`src/rtl/lottery_ticket_scheduler_assert.svh`:
```
// assertion macros shared by the scheduler modules
// expects clk and rst_n in the scope where a macro is used
`ifndef LOTTERY_TICKET_SCHEDULER_ASSERT_SVH
`define LOTTERY_TICKET_SCHEDULER_ASSERT_SVH

// same-cycle implication, checked outside reset
`define LTS_ASSERT_NOW(name, ante, cons) \
    name: assert property (@(posedge clk) disable iff (!rst_n) (ante) |-> (cons)) \
        else $error("lts check failed: same-cycle implication");

// next-cycle implication, checked outside reset
`define LTS_ASSERT_NEXT(name, ante, cons) \
    name: assert property (@(posedge clk) disable iff (!rst_n) (ante) |=> (cons)) \
        else $error("lts check failed: next-cycle implication");

`endif

```
`src/rtl/lts_pkg.sv`:
```
// shared types and constants of the lottery ticket scheduler
// no dependencies
`default_nettype none

package lts_pkg;

    // table geometry
    localparam int SLOTS       = 64;
    localparam int TICKET_BITS = 16;
    localparam int IDX_W       = $clog2(SLOTS);
    localparam int CNT_W       = $clog2(SLOTS + 1);
    localparam int TOTAL_W     = TICKET_BITS + IDX_W;

    // fixed field widths
    localparam int CMD_W        = 1;
    localparam int SLOT_FIELD_W = 6;
    localparam int TKT_FIELD_W  = 16;
    localparam int TICK_W       = 32;
    localparam int SUM_FIELD_W  = 22;
    localparam int SHIFT_W      = 4;
    localparam int CFG_IDX_W    = 2;
    localparam int CFG_DATA_W   = 16;

    // seed and divider
    localparam int MAX_SHIFT = 8;
    localparam int SEED_W    = TICK_W + MAX_SHIFT;
    localparam int STEP_W    = $clog2(SEED_W + 1);

    // reset values of the registers
    localparam logic [TKT_FIELD_W-1:0] INIT_TICKETS_RST = TKT_FIELD_W'(75);
    localparam logic                   FAVOR_INIT_RST   = 1'b1;
    localparam logic [SHIFT_W-1:0]     TICK_SHIFT_RST   = SHIFT_W'(MAX_SHIFT);

    // item commands
    localparam logic [CMD_W-1:0] CMD_WRITE = 1'b0;
    localparam logic [CMD_W-1:0] CMD_PICK  = 1'b1;

    // register indexes
    typedef enum logic [CFG_IDX_W-1:0] {
        CFG_INIT_TICKETS = 2'd0,
        CFG_FAVOR_INIT   = 2'd1,
        CFG_TICK_SHIFT   = 2'd2
    } lts_cfg_idx_t;

    // controller to datapath
    typedef struct packed {
        logic accept;     // input transfer this cycle
        logic scan_clr;   // restart table scan and accumulator
        logic sum_step;   // scan step, summing runnable tickets
        logic check;      // total is final, start draw if nonzero
        logic walk_step;  // scan step, prefix walk against the draw
        logic load_out;   // move finished result into output register
    } lts_cmd_t;

    // datapath to controller
    typedef struct packed {
        logic is_pick;
        logic init_hit;
        logic scan_end;
        logic total_zero;
        logic div_done;
        logic walk_hit;
    } lts_status_t;

endpackage

`default_nettype wire

```
`src/rtl/lottery_ticket_scheduler.sv`:
```
// lottery ticket scheduler top level: port wiring of controller and datapath
// depends on lts_pkg, lts_ctrl, lts_datapath (and lts_mod below it)
//
// The scheduler keeps 64 slots, each with a runnable flag and a 16-bit ticket
// count, plus a mark that slot 0 holds the init task. Every accepted item gives
// exactly one result transfer. A write item (cmd 0) stores one slot and returns
// an all-zero result without a scan. A pick item (cmd 1) with init favoring on
// and a runnable init task in slot 0 also skips the scan: slot 0 wins, its
// tickets reload from init_tickets. Any other pick sums the runnable tickets
// with one table read per cycle (set by the single read port of the ticket
// table), checks the total, divides the shifted tick (40-bit seed) by the total
// in a one-bit-per-cycle remainder unit, and walks the prefix sum with the same
// read port; an empty lottery stops after the sum with winner_valid low. The
// block works on one item at a time: in_ready is high only while it is idle,
// and a finished result sits in the output register so the next item can be
// taken while that result waits for out_ready. Configuration registers must be
// written through cfg_we/cfg_index/cfg_data only while the block is idle; the
// user is bound by this, the block itself does not enforce it. Unlisted indexes
// are ignored. There is no clearing pass after reset: runnable flags reset to
// zero and ticket entries are only read behind a set flag.
`default_nettype none

module lottery_ticket_scheduler (
    input  wire logic                              clk,
    input  wire logic                              rst_n,
    // item input channel
    input  wire logic                              in_valid,
    output logic                                   in_ready,
    input  wire logic [lts_pkg::CMD_W-1:0]         cmd,
    input  wire logic [lts_pkg::SLOT_FIELD_W-1:0]  slot,
    input  wire logic                              runnable,
    input  wire logic [lts_pkg::TKT_FIELD_W-1:0]   tickets,
    input  wire logic                              holds_init,
    input  wire logic [lts_pkg::TICK_W-1:0]        tick_value,
    // result output channel
    output logic                                   out_valid,
    input  wire logic                              out_ready,
    output logic                                   winner_valid,
    output logic [lts_pkg::SLOT_FIELD_W-1:0]       winner_slot,
    output logic [lts_pkg::SUM_FIELD_W-1:0]        ticket_total,
    output logic [lts_pkg::SUM_FIELD_W-1:0]        winning_ticket,
    output logic                                   via_init,
    // configuration write port
    input  wire logic                              cfg_we,
    input  wire logic [lts_pkg::CFG_IDX_W-1:0]     cfg_index,
    input  wire logic [lts_pkg::CFG_DATA_W-1:0]    cfg_data
);
    import lts_pkg::*;

    // command and status between the two halves
    lts_cmd_t    ctl;
    lts_status_t st;

    // sequencing: accept, sum, check, divide, walk, result handoff
    lts_ctrl u_ctrl (
        .clk       (clk),
        .rst_n     (rst_n),
        .in_valid  (in_valid),
        .in_ready  (in_ready),
        .out_valid (out_valid),
        .out_ready (out_ready),
        .st        (st),
        .ctl       (ctl)
    );

    // table, flags, registers, scan accumulator, divider, output register
    lts_datapath u_datapath (
        .clk            (clk),
        .rst_n          (rst_n),
        .ctl            (ctl),
        .st             (st),
        .cmd            (cmd),
        .slot           (slot),
        .runnable       (runnable),
        .tickets        (tickets),
        .holds_init     (holds_init),
        .tick_value     (tick_value),
        .cfg_we         (cfg_we),
        .cfg_index      (cfg_index),
        .cfg_data       (cfg_data),
        .winner_valid   (winner_valid),
        .winner_slot    (winner_slot),
        .ticket_total   (ticket_total),
        .winning_ticket (winning_ticket),
        .via_init       (via_init)
    );

endmodule

`default_nettype wire

```
`src/rtl/lts_mod.sv`:
```
// iterative remainder unit, one quotient bit per cycle
// depends on lts_pkg and the assertion macro header
`default_nettype none
`include "lottery_ticket_scheduler_assert.svh"

module lts_mod (
    input  wire logic                         clk,
    input  wire logic                         rst_n,
    input  wire logic                         start,
    input  wire logic [lts_pkg::SEED_W-1:0]   dividend,
    input  wire logic [lts_pkg::TOTAL_W-1:0]  divisor,
    output logic                              done,
    output logic [lts_pkg::TOTAL_W-1:0]       rem
);
    import lts_pkg::*;

    logic                busy_reg, busy_next;
    logic                done_reg, done_next;
    logic [STEP_W-1:0]   step_reg, step_next;
    logic [SEED_W-1:0]   quo_reg, quo_next;
    logic [TOTAL_W-1:0]  rem_reg, rem_next;
    logic [TOTAL_W-1:0]  div_reg, div_next;
    logic [TOTAL_W:0]    trial;

    assign trial = {rem_reg, quo_reg[SEED_W-1]};

    always_comb
    begin
        busy_next = busy_reg;
        done_next = 1'b0;
        step_next = step_reg;
        quo_next  = quo_reg;
        rem_next  = rem_reg;
        div_next  = div_reg;
        if (start)
        begin
            busy_next = 1'b1;
            step_next = '0;
            quo_next  = dividend;
            rem_next  = '0;
            div_next  = divisor;
        end
        else if (busy_reg)
        begin
            // restoring step
            if (trial >= {1'b0, div_reg})
                rem_next = TOTAL_W'(trial - {1'b0, div_reg});
            else
                rem_next = trial[TOTAL_W-1:0];
            quo_next  = {quo_reg[SEED_W-2:0], 1'b0};
            step_next = step_reg + STEP_W'(1);
            if (step_reg == STEP_W'(SEED_W - 1))
            begin
                busy_next = 1'b0;
                done_next = 1'b1;
            end
        end
    end

    always_ff @(posedge clk or negedge rst_n)
    begin
        if (!rst_n)
        begin
            busy_reg <= 1'b0;
            done_reg <= 1'b0;
            step_reg <= '0;
        end
        else
        begin
            busy_reg <= busy_next;
            done_reg <= done_next;
            step_reg <= step_next;
        end
    end

    always_ff @(posedge clk)
    begin
        quo_reg <= quo_next;
        rem_reg <= rem_next;
        div_reg <= div_next;
    end

    assign done = done_reg;
    assign rem  = rem_reg;

    `LTS_ASSERT_NOW(a_rem_below_divisor, done_reg, rem_reg < div_reg)
    `LTS_ASSERT_NEXT(a_done_ends_busy, done_reg, !busy_reg || $past(start))

endmodule

`default_nettype wire

```
`src/rtl/lts_datapath.sv`:
```
// scheduler datapath: slot table, flags, registers, scan and result
// depends on lts_pkg, lts_mod and the assertion macro header
`default_nettype none
`include "lottery_ticket_scheduler_assert.svh"

module lts_datapath (
    input  wire logic                              clk,
    input  wire logic                              rst_n,
    input  wire lts_pkg::lts_cmd_t                 ctl,
    output lts_pkg::lts_status_t                   st,
    input  wire logic [lts_pkg::CMD_W-1:0]         cmd,
    input  wire logic [lts_pkg::SLOT_FIELD_W-1:0]  slot,
    input  wire logic                              runnable,
    input  wire logic [lts_pkg::TKT_FIELD_W-1:0]   tickets,
    input  wire logic                              holds_init,
    input  wire logic [lts_pkg::TICK_W-1:0]        tick_value,
    input  wire logic                              cfg_we,
    input  wire logic [lts_pkg::CFG_IDX_W-1:0]     cfg_index,
    input  wire logic [lts_pkg::CFG_DATA_W-1:0]    cfg_data,
    output logic                                   winner_valid,
    output logic [lts_pkg::SLOT_FIELD_W-1:0]       winner_slot,
    output logic [lts_pkg::SUM_FIELD_W-1:0]        ticket_total,
    output logic [lts_pkg::SUM_FIELD_W-1:0]        winning_ticket,
    output logic                                   via_init
);
    import lts_pkg::*;

    // configuration
    logic [TKT_FIELD_W-1:0] init_tickets_reg;
    logic                   favor_init_reg;
    logic [SHIFT_W-1:0]     tick_shift_reg;

    // table state
    logic [TICKET_BITS-1:0] ticket_mem [SLOTS];
    logic [SLOTS-1:0]       flags_reg;
    logic                   init_reg;

    // scan pipeline
    logic [CNT_W-1:0]       cnt_reg;
    logic                   rd_vld_reg;
    logic [IDX_W-1:0]       rd_idx_reg;
    logic [TICKET_BITS-1:0] rd_tkt_reg;
    logic                   rd_flag_reg;
    logic [TOTAL_W-1:0]     acc_reg;
    logic [TOTAL_W-1:0]     acc_next;
    logic [TOTAL_W-1:0]     addend;

    // work and result
    logic [TICK_W-1:0]      tick_reg;
    logic [TOTAL_W-1:0]     total_reg;
    logic [TOTAL_W-1:0]     draw_reg;
    logic [IDX_W-1:0]       win_reg;
    logic                   res_valid_reg;
    logic                   res_via_reg;
    logic                   show_numbers;

    logic                   out_valid_reg_f;
    logic [IDX_W-1:0]       out_slot_reg;
    logic [TOTAL_W-1:0]     out_total_reg;
    logic [TOTAL_W-1:0]     out_draw_reg;
    logic                   out_via_reg;

    // memory write port
    logic                   mem_we;
    logic [IDX_W-1:0]       mem_wa;
    logic [TICKET_BITS-1:0] mem_wd;

    logic                   is_write;
    logic                   slot_ok;
    logic                   init_hit;
    logic                   stepping;
    logic                   walk_hit;
    logic [SHIFT_W-1:0]     shift_eff;
    logic [SEED_W-1:0]      seed;
    logic                   div_start;
    logic                   div_done;
    logic [TOTAL_W-1:0]     div_rem;

    assign is_write = (cmd == CMD_WRITE);
    assign slot_ok  = (32'(slot) < 32'(SLOTS));
    assign init_hit = favor_init_reg && init_reg && flags_reg[0];
    assign stepping = ctl.sum_step || ctl.walk_step;

    // register file
    always_ff @(posedge clk or negedge rst_n)
    begin
        if (!rst_n)
        begin
            init_tickets_reg <= INIT_TICKETS_RST;
            favor_init_reg   <= FAVOR_INIT_RST;
            tick_shift_reg   <= TICK_SHIFT_RST;
        end
        else if (cfg_we)
        begin
            unique case (cfg_index)
                CFG_INIT_TICKETS: init_tickets_reg <= cfg_data;
                CFG_FAVOR_INIT:   favor_init_reg   <= cfg_data[0];
                CFG_TICK_SHIFT:   tick_shift_reg   <= cfg_data[SHIFT_W-1:0];
                default:          ;
            endcase
        end
    end

    // ticket table writes: slot write or init reload
    always_comb
    begin
        mem_we = 1'b0;
        mem_wa = IDX_W'(slot);
        mem_wd = TICKET_BITS'(tickets);
        if (ctl.accept)
        begin
            if (is_write)
                mem_we = slot_ok;
            else if (init_hit)
            begin
                mem_we = 1'b1;
                mem_wa = '0;
                mem_wd = TICKET_BITS'(init_tickets_reg);
            end
        end
    end

    always_ff @(posedge clk)
    begin
        if (mem_we)
            ticket_mem[mem_wa] <= mem_wd;
    end

    always_ff @(posedge clk)
    begin
        rd_tkt_reg <= ticket_mem[cnt_reg[IDX_W-1:0]];
    end

    // runnable flags and init mark
    always_ff @(posedge clk or negedge rst_n)
    begin
        if (!rst_n)
        begin
            flags_reg <= '0;
            init_reg  <= 1'b0;
        end
        else if (ctl.accept)
        begin
            if (is_write)
            begin
                if (slot_ok)
                    flags_reg[IDX_W'(slot)] <= runnable;
                if (slot == '0)
                    init_reg <= holds_init;
            end
            else if (init_hit)
                flags_reg[0] <= 1'b0;
        end
        else if (walk_hit)
            flags_reg[rd_idx_reg] <= 1'b0;
    end

    // table scan: one read per cycle, read data registered in the next cycle
    always_ff @(posedge clk or negedge rst_n)
    begin
        if (!rst_n)
        begin
            cnt_reg    <= '0;
            rd_vld_reg <= 1'b0;
        end
        else if (ctl.scan_clr)
        begin
            cnt_reg    <= '0;
            rd_vld_reg <= 1'b0;
        end
        else if (stepping)
        begin
            if (cnt_reg < CNT_W'(SLOTS))
            begin
                cnt_reg    <= cnt_reg + CNT_W'(1);
                rd_vld_reg <= 1'b1;
            end
            else
                rd_vld_reg <= 1'b0;
        end
        else
            rd_vld_reg <= 1'b0;
    end

    always_ff @(posedge clk)
    begin
        rd_idx_reg  <= cnt_reg[IDX_W-1:0];
        rd_flag_reg <= flags_reg[cnt_reg[IDX_W-1:0]];
    end

    assign addend   = rd_flag_reg ? TOTAL_W'(rd_tkt_reg) : '0;
    assign acc_next = acc_reg + addend;
    assign walk_hit = ctl.walk_step && rd_vld_reg && (acc_next > draw_reg);

    always_ff @(posedge clk)
    begin
        if (ctl.scan_clr)
            acc_reg <= '0;
        else if (stepping && rd_vld_reg)
            acc_reg <= acc_next;
    end

    // seed and draw
    assign shift_eff = (tick_shift_reg > SHIFT_W'(MAX_SHIFT)) ? SHIFT_W'(MAX_SHIFT)
                                                              : tick_shift_reg;
    assign seed      = SEED_W'(tick_reg) << shift_eff;
    assign div_start = ctl.check && (acc_reg != '0);

    lts_mod u_mod (
        .clk      (clk),
        .rst_n    (rst_n),
        .start    (div_start),
        .dividend (seed),
        .divisor  (acc_reg),
        .done     (div_done),
        .rem      (div_rem)
    );

    // work registers
    always_ff @(posedge clk or negedge rst_n)
    begin
        if (!rst_n)
        begin
            res_valid_reg <= 1'b0;
            res_via_reg   <= 1'b0;
        end
        else if (ctl.accept)
        begin
            res_valid_reg <= !is_write && init_hit;
            res_via_reg   <= !is_write && init_hit;
        end
        else if (ctl.check)
            res_valid_reg <= (acc_reg != '0);
    end

    always_ff @(posedge clk)
    begin
        if (ctl.accept)
            tick_reg <= tick_value;
        if (ctl.check)
            total_reg <= acc_reg;
        if (div_done)
            draw_reg <= div_rem;
        if (walk_hit)
            win_reg <= rd_idx_reg;
    end

    // output register
    assign show_numbers = res_valid_reg && !res_via_reg;

    always_ff @(posedge clk)
    begin
        if (ctl.load_out)
        begin
            out_valid_reg_f <= res_valid_reg;
            out_via_reg     <= res_via_reg;
            out_slot_reg    <= show_numbers ? win_reg : '0;
            out_total_reg   <= show_numbers ? total_reg : '0;
            out_draw_reg    <= show_numbers ? draw_reg : '0;
        end
    end

    assign winner_valid   = out_valid_reg_f;
    assign via_init       = out_via_reg;
    assign winner_slot    = SLOT_FIELD_W'(out_slot_reg);
    assign ticket_total   = SUM_FIELD_W'(out_total_reg);
    assign winning_ticket = SUM_FIELD_W'(out_draw_reg);

    assign st.is_pick    = (cmd == CMD_PICK);
    assign st.init_hit   = init_hit;
    assign st.scan_end   = ctl.sum_step && rd_vld_reg && (rd_idx_reg == IDX_W'(SLOTS - 1));
    assign st.total_zero = (acc_reg == '0);
    assign st.div_done   = div_done;
    assign st.walk_hit   = walk_hit;

    `LTS_ASSERT_NOW(a_prefix_within_total, ctl.walk_step, acc_reg <= total_reg)
    `LTS_ASSERT_NEXT(a_winner_flag_cleared, walk_hit, !flags_reg[$past(rd_idx_reg)])

endmodule

`default_nettype wire

```
`src/rtl/lts_ctrl.sv`:
```
// scheduler controller: item sequencing and output valid
// depends on lts_pkg and the assertion macro header
`default_nettype none
`include "lottery_ticket_scheduler_assert.svh"

module lts_ctrl (
    input  wire logic                  clk,
    input  wire logic                  rst_n,
    input  wire logic                  in_valid,
    output logic                       in_ready,
    output logic                       out_valid,
    input  wire logic                  out_ready,
    input  wire lts_pkg::lts_status_t  st,
    output lts_pkg::lts_cmd_t          ctl
);
    import lts_pkg::*;

    typedef enum logic [5:0] {
        S_IDLE = 6'b000001,
        S_SUM  = 6'b000010,
        S_CHK  = 6'b000100,
        S_DIV  = 6'b001000,
        S_WALK = 6'b010000,
        S_DONE = 6'b100000
    } lts_state_t;

    lts_state_t state_reg, state_next;
    logic       out_valid_reg, out_valid_next;
    logic       out_free;

    assign in_ready = (state_reg == S_IDLE);
    assign out_free = !out_valid_reg || out_ready;

    always_comb
    begin
        state_next = state_reg;
        ctl        = '0;
        unique case (state_reg)
            S_IDLE:
            begin
                if (in_valid)
                begin
                    ctl.accept = 1'b1;
                    if (st.is_pick && !st.init_hit)
                    begin
                        ctl.scan_clr = 1'b1;
                        state_next   = S_SUM;
                    end
                    else
                        state_next = S_DONE;
                end
            end
            S_SUM:
            begin
                ctl.sum_step = 1'b1;
                if (st.scan_end)
                    state_next = S_CHK;
            end
            S_CHK:
            begin
                ctl.check  = 1'b1;
                state_next = st.total_zero ? S_DONE : S_DIV;
            end
            S_DIV:
            begin
                if (st.div_done)
                begin
                    ctl.scan_clr = 1'b1;
                    state_next   = S_WALK;
                end
            end
            S_WALK:
            begin
                ctl.walk_step = 1'b1;
                if (st.walk_hit)
                    state_next = S_DONE;
            end
            S_DONE:
            begin
                if (out_free)
                begin
                    ctl.load_out = 1'b1;
                    state_next   = S_IDLE;
                end
            end
            default:
                state_next = S_IDLE;
        endcase
    end

    always_comb
    begin
        out_valid_next = out_valid_reg;
        if (ctl.load_out)
            out_valid_next = 1'b1;
        else if (out_ready)
            out_valid_next = 1'b0;
    end

    always_ff @(posedge clk or negedge rst_n)
    begin
        if (!rst_n)
        begin
            state_reg     <= S_IDLE;
            out_valid_reg <= 1'b0;
        end
        else
        begin
            state_reg     <= state_next;
            out_valid_reg <= out_valid_next;
        end
    end

    assign out_valid = out_valid_reg;

    `LTS_ASSERT_NEXT(a_div_to_walk, (state_reg == S_DIV) && st.div_done, state_reg == S_WALK)
    `LTS_ASSERT_NEXT(a_done_holds, (state_reg == S_DONE) && !out_free, state_reg == S_DONE)
    `LTS_ASSERT_NOW(a_load_needs_room, ctl.load_out, out_free)

endmodule

`default_nettype wire
```
`config.mk`:
```
export PLATFORM = sky130hd
export DESIGN_NAME = lottery_ticket_scheduler
export DESIGN_NICKNAME = d
export VERILOG_FILES = /design/src/rtl/lts_pkg.sv /design/src/rtl/lottery_ticket_scheduler.sv /design/src/rtl/lts_mod.sv /design/src/rtl/lts_datapath.sv /design/src/rtl/lts_ctrl.sv
export VERILOG_INCLUDE_DIRS = /design/src /design/src/rtl
export SDC_FILE = /design/constraint.sdc
export NUM_CORES = 2
export LEC_CHECK = 0
export BUFFER_PORTS_ARGS = -buffer_cell sky130_fd_sc_hd__buf_2
export CORE_UTILIZATION = 55
export CTS_BUF_LIST = sky130_fd_sc_hd__clkbuf_2 sky130_fd_sc_hd__clkbuf_4 sky130_fd_sc_hd__clkbuf_8
export DETAILED_ROUTE_END_ITERATION = 8
export PLACE_DENSITY = 0.71
export SYNTH_ARGS = -nofsm -noshare
export SYNTH_HDL_FRONTEND = slang
export SYNTH_SLANG_ARGS = --single-unit
export TNS_END_PERCENT = 100
```
`constraint.sdc`:
```
create_clock -name clk -period 9.85 [get_ports clk]
set_clock_uncertainty 0.15 [all_clocks]
set_input_delay 0.4925 -clock clk [delete_from_list [all_inputs] [get_ports clk]]
set_output_delay 0.4925 -clock clk [all_outputs]
set_load 0.01 [all_outputs]
```
# Yosys cells after proc, flatten, opt, wreduce, memory -nomap -nowiden
# Memory sizes are Yosys's and may differ from the RTL's. A register that Yosys moved wholly into a read port is not among the register bits.
# Index checks and enable logic that the tools add are counted.
totals:
  regBits: 358
  ram_bits: 1024
  inputBits: 80
  out_inout_bits: 54
  word_cells: 165
  mem_count: 1
op_classes:
  n_addsub: 4
  magnitude_cmp: 9
  eq_ne: 17
  n_shift: 1
  n_mux: 64
  bitwise_logic: 3
  reduce_logical: 36
mem_list:
  columns: ["memory", "words", "word_bits", "read_ports", "rd_ports_with_merged_regs", "wr", "line", "source"]
  rows:
  - ["u_datapath.ticket_mem", 64, 16, 1, 1, 1, "lts_datapath.sv:34", "logic [TICKET_BITS-1:0] ticket_mem [SLOTS];"]
op_table:
  columns: ["operator", "count"]
  rows:
  - ["64-bit two-way mux", 2]
  - ["40-bit two-way mux", 2]
  - ["6-bit two-way mux", 12]
  - ["64-bit bitwise AND", 1]
  - ["64-bit bitwise mux", 1]
  - ["16-bit two-way mux", 4]
  - ["64-bit NOT", 1]
  - ["63-bit two-way mux", 1]
  - ["32-bit by 4-bit << shifter with 40-bit output", 1]
  - ["6-bit one-hot mux with 6 select lines", 1]
  - ["1-bit two-way mux", 31]
  - ["23-bit by 22-bit greater-or-equal comparator with 1-bit output", 1]
  - ["22-bit adder", 1]
  - ["22-bit greater-than comparator", 1]
  - ["22-bit logical NOT", 1]
  - ["22-bit two-way mux", 1]
  - ["22-bit nonzero test", 1]
  - ["22-bit subtractor", 1]
  - ["6-bit by 7-bit < comparator with 1-bit output, second input constant", 3]
  - ["7-bit two-way mux", 3]
  - ["6-bit equality test, second input constant", 3]
  - ["1-bit logical AND", 13]
  - ["1-bit demux with 6-bit select", 2]
  - ["6-bit by 1-bit greater-or-equal comparator with 1-bit output, second input constant", 2]
  - ["27 further kinds", 44]

# Longest topological paths before layout
depth:
  ltp_word: 10
  mapped_depth: 21
  depth_no_buf: 19

# By module
# Synthesis repeated with hierarchy kept, for this count alone.
hier_totals:
  hier_cells: 3429
  area_unflattened_um2: 58982.8
by_module_without_submodules:
  columns: ["module", "n_inst", "cells_per_inst", "area_per_inst_um2"]
  rows:
  - ["lts_datapath", 1, 2930, 53535.1]
  - ["lts_mod", 1, 438, 4921.0]
  - ["lts_ctrl", 1, 61, 526.8]

# Worst setup path after synthesis
# No wires, ideal clock.
synth_path:
  path_kind: "register to register"
  startpoint: "reg u_datapath.rd_flag_reg"
  endpoint: "reg u_datapath.flags_reg[57]"
  setup_time_ps: 126
  t_arrival_ps: 4173
  slack_ps: 5401
  path_stages_with_launch: 20
  path_buffers: 2
  period_less_slack_ps: 4449
  path_cell_list: "dfxtp_1 and2_1 ha_1 fa_1 a21o_1 a21oi_1 o21ai_0 a211oi_1 o41ai_1 nand2_1 xnor2_1 ha_1 nand4_1 nor3_1 a211o_1 a21oi_1 clkbuf_1 buf_2 o21ai_0 o2bb2ai_1"
synth_via:
  elab_chain_cells: 6
synth_rtl:
  columns: ["element", "line", "source"]
  rows:
  - ["start: declaration", "lts_datapath.sv:43", "logic rd_flag_reg;"]
  - ["start signal: assignment", "lts_datapath.sv:188", "rd_flag_reg <= flags_reg[cnt_reg[IDX_W-1:0]];"]
  - ["16-bit two-way mux", "lts_datapath.sv:191", "assign addend = rd_flag_reg ? TOTAL_W'(rd_tkt_reg) : '0;"]
  - ["22-bit adder", "lts_datapath.sv:192", "assign acc_next = acc_reg + addend;"]
  - ["via u_datapath.acc_next[20]", "lts_datapath.sv:45", "logic [TOTAL_W-1:0] acc_next;"]
  - ["22-bit greater-than comparator", "lts_datapath.sv:193", "assign walk_hit = ctl.walk_step && rd_vld_reg && (acc_next > draw_reg);"]
  - ["1-bit logical AND", "lts_datapath.sv:193", null]
  - ["via u_datapath.walk_hit", "lts_datapath.sv:72", "logic walk_hit;"]
  - ["2-bit nonzero test (no source line)", null, null]
  - ["2-bit AND reduction (no source line)", null, null]
  - ["end signal: indexed assignment", "lts_datapath.sv:147", "flags_reg[IDX_W'(slot)] <= runnable;"]
  - ["end: declaration", "lts_datapath.sv:35", "logic [SLOTS-1:0] flags_reg;"]
# The timed path passes the listed nets, and every way through them passes these cells.
# A chain may end at the register's enable or synchronous reset.

# Final worst setup path
layout_path:
  startpoint: "reg u_datapath.rd_flag_reg"
  endpoint: "reg u_datapath.flags_reg[29]"
layout_via:
  elab_chain_cells: 6
layout_rtl:
  columns: ["element", "line"]
  rows:
  - ["16-bit two-way mux", "lts_datapath.sv:191"]
  - ["22-bit adder", "lts_datapath.sv:192"]
  - ["via u_datapath.acc_next[20]", "lts_datapath.sv:45"]
  - ["22-bit greater-than comparator", "lts_datapath.sv:193"]
  - ["1-bit logical AND", "lts_datapath.sv:193"]
  - ["2-bit nonzero test (no source line)", null]
  - ["2-bit AND reduction (no source line)", null]
# The timed path passes the listed nets, and every way through them passes these cells.

==> results.txt <==
First DRT Iteration DRCs = 3935
status = finished, final reports clean
switching share of power = 25.8%
H-tree levels = 4
# DRC = 0
setup TNS = 0 ns
Post-Place Setup Slack = 4.17 ns
Syn Nets = 3418
simple-gate area share of the yosys netlist = 4.64%
Vias/cell = 6.31
Netlist cell types = 74
Crit Path Category = register to register
critical path endpoint category = register
drt total wl = 143000 um
P per Cell Area = 213 mW/mm2
final setup vio count = 0
clock tree root driver cell = clkbuf_8
Core ar. = 0.104 mm2
clock-pin slew on the worst setup and hold paths = 0.06 ns
total design power = 14.1 mW
clk sink count = 1398
Fmax = 162 MHz
final worst slack = 3.68 ns
Clock Tree Buf Depth = 3
Max Slew Vio Count = 0
Hold Buf Count CTS = 80
Sw Pwr = 3.62 mW
Max Cap Viol = 0
top-area cell type share of the netlist area = 63.2%
Mapped Cells = 3274
number of flip-flops in the largest register = 1024
CTS-repair resized insts = 0
unrepaired setup endpoints after global routing = false
via count = 32.8k
register area share after synthesis = 70.3%
largest net degree at the start of global routing = 168
vias in the first global route = 32.9k
Layout fillers = 7101
top cells by area, synth = edfxtp_1 (63%), mux4_2 (14%), dfrtp_1 (4.5%), dfxtp_1 (2.3%), o21ai_0 (1.6%)
routability cong. = 0.947
crit path DAT = 6.86 ns
Logic pwr share = 16.5%
Cell Int Power = 10.4 mW
class of the worst hold path = primary input to register
asr flop ratio synth = 7.94%
TritonCTS Buffers = 212
worst skew pair latency = 0.92 ns
adder-cell share of the synthesized area = 1.41%
Seq cells post-synth = 1398
Final Cycle Share = 62.6%
CTS tree = built
main combinational cell family by area after synthesis = multiplexers
CP required = 10.54 ns
die area = 0.107 mm2
mux share of post-synthesis cell area = 16.1%
Slew @ Worst Pin = 1.32 ns
design area = 0.0659 mm2
Critical Path Fanout Max = 74
post-synthesis to final-layout area growth = 13.7%
Mapped Area = 0.0579 mm2
Synth area leader = edfxtp_1
startpoint types = register
DR pass1 iterations = 6
Core Util, Final = 63.4%
DR WL/cell = 27.5 um
I/O pin total = 134
Row Count = 118
first-pass GRT wire length = 212000 um
All-Layer GR Usage = 27.1%
layout cells sized above 1 = 27.6%
commonest non-fill, non-tap cell in the layout = edfxtp_1
final net count = 3770
slew margin rel. = 12.0%
Seq. cell area = 0.0408 mm2
DP Cell Count = 4712
placed cell area = 0.0605 mm2
port buffer count = 133
Synth Area in Compound Gates = 5.03%
Cell Count, Final, Fillers Out = 5198
Post-Syn Area per Cell = 17.7 um2
initial antenna violation count = 11
xor/xnor share of the synthesized area = 0.756%
most frequent cells in the layout = edfxtp_1 (1220), mux4_2 (357), clkbuf_8 (234)
Post-CTS Setup Inserts = 0
die width = 327 um
total grt overflow = 0
Flop pwr share = 47.9%
final hold violations = 0
area occupied by multi-input gates = 0.0162 mm2
Top FF cell, synth = edfxtp_1
Detail Route Antenna Nets = 0
Die H = 327 um
number of synthesized flops with an enable pin = 1220
min Tclk post-route = 6.17 ns
Clock Power Share = 35.6%
synth warn = 0
Hold Slack = 0.0843 ns
cell leakage power = 22.3 nW
Initial Util = 55.7%
Worst VDD drop = 0.193 mV
Post-DP HPWL = 84300 um
[kinds of logic (layout without fill, tap and decap cells)]
group,Yosys count,in the layout
adder cells (fa/ha/maj),64,64
other,0,7
AND/OR/NAND/NOR,560,560
XOR/XNOR,50,50
AO/OA/AOI/OAI,473,473
buffers and inverters,252,789
flip-flops,1398,1398
multiplexers,477,477
[final cells by class]
type / count / share of cell area (%)
Sequential cell: 1398 / 61.9
Multi-Input combinational cell: 1624 / 24.6
Clock buffer: 310 / 5.76
Timing Repair Buffer: 321 / 3.51
Tap cell: 1380 / 2.62
Clock inverter: 89 / 1.12
Inverter: 69 / 0.393
Antenna cell: 7 / 0.0266
[final timing paths]
path | from | to | slack (ns) | depth (start not counted)
worst max-delay path | u_datapath.rd_flag_reg | u_datapath.flags_reg[29] | 3.68 | 19
worst min-delay path | in_valid | u_datapath.res_via_reg | 0.08 | 5
min in group asynchronous | rst_n | u_datapath.favor_init_reg | 0.60 | 3
max in group asynchronous | rst_n | u_datapath.flags_reg[50] | 8.00 | 4
worst min register to register | u_datapath.u_mod.rem[21] | u_datapath.draw_reg[21] | 0.33 | 0
worst max register to register | u_datapath.rd_flag_reg | u_datapath.flags_reg[29] | 3.68 | 19
[power by group through the flow]
stage | clock network [mW] | logic [mW] | registers, mW
CTS | 5.09 | 2.32 | 6.73
detailed placement | 0 | 2.27 | 6.85
global placement | 0 | 2.24 | 6.84
finish | 5.01 | 2.31 | 6.73
global route | 5.34 | 2.47 | 6.74
floorplan | 0 | 1.62 | 6.80
[synth_stat cells (11+ instances only)]
| cell type | count |
|---|---|
| a21o_1 | 19 |
| a21oi_1 | 125 |
| and2_1 | 70 |
| and3_1 | 13 |
| buf_1 | 45 |
| buf_2 | 36 |
| clkbuf_1 | 98 |
| dfrtp_1 | 104 |
| dfxtp_1 | 67 |
| edfxtp_1 | 1220 |
| ha_1 | 62 |
| inv_1 | 69 |
| mux2_2 | 41 |
| mux2i_1 | 77 |
| mux4_2 | 357 |
| nand2_1 | 203 |
| nand3_1 | 22 |
| nand3b_1 | 17 |
| nand4_1 | 19 |
| nor2_1 | 132 |
| nor2b_1 | 11 |
| nor3_1 | 19 |
| o21a_1 | 12 |
| o21ai_0 | 189 |
| o2bb2ai_1 | 62 |
| o31ai_1 | 11 |
| xnor2_1 | 29 |
| xor2_1 | 21 |
[routing by layer]
metal | up-vias | routed length (um) | part of all wire [%] | GRT usage, %
met4 | 10 | 4960 | 3.5 | 10.5
met2 | 1885 | 67100 | 47 | 41.6
met5 | - | 64 | 0.045 | 0
li1 | 13800 | - | - | -
met3 | 291 | 13700 | 9.6 | 6.63
met1 | 16809 | 57000 | 40 | 37.9
[critical path: stages, from the launching register on]
cell           delay, ns
dfxtp_1             0.52
and2_1              0.18
ha_1                0.19
fa_1                0.23
a21o_1              0.13
a21oi_1             0.11
o21ai_0             0.26
a211oi_1            0.19
o41ai_1             0.95
nand2_1             0.15
xnor2_1             0.19
ha_1                0.33
nand4_1             0.13
nor3_1              0.36
o31ai_1             0.20
a21oi_4             0.18
buf_4               0.60
o2111ai_1           0.21
o2bb2ai_1           0.21
dlygate4sd3_1       0.57
Power figures use the tool's default switching activity.
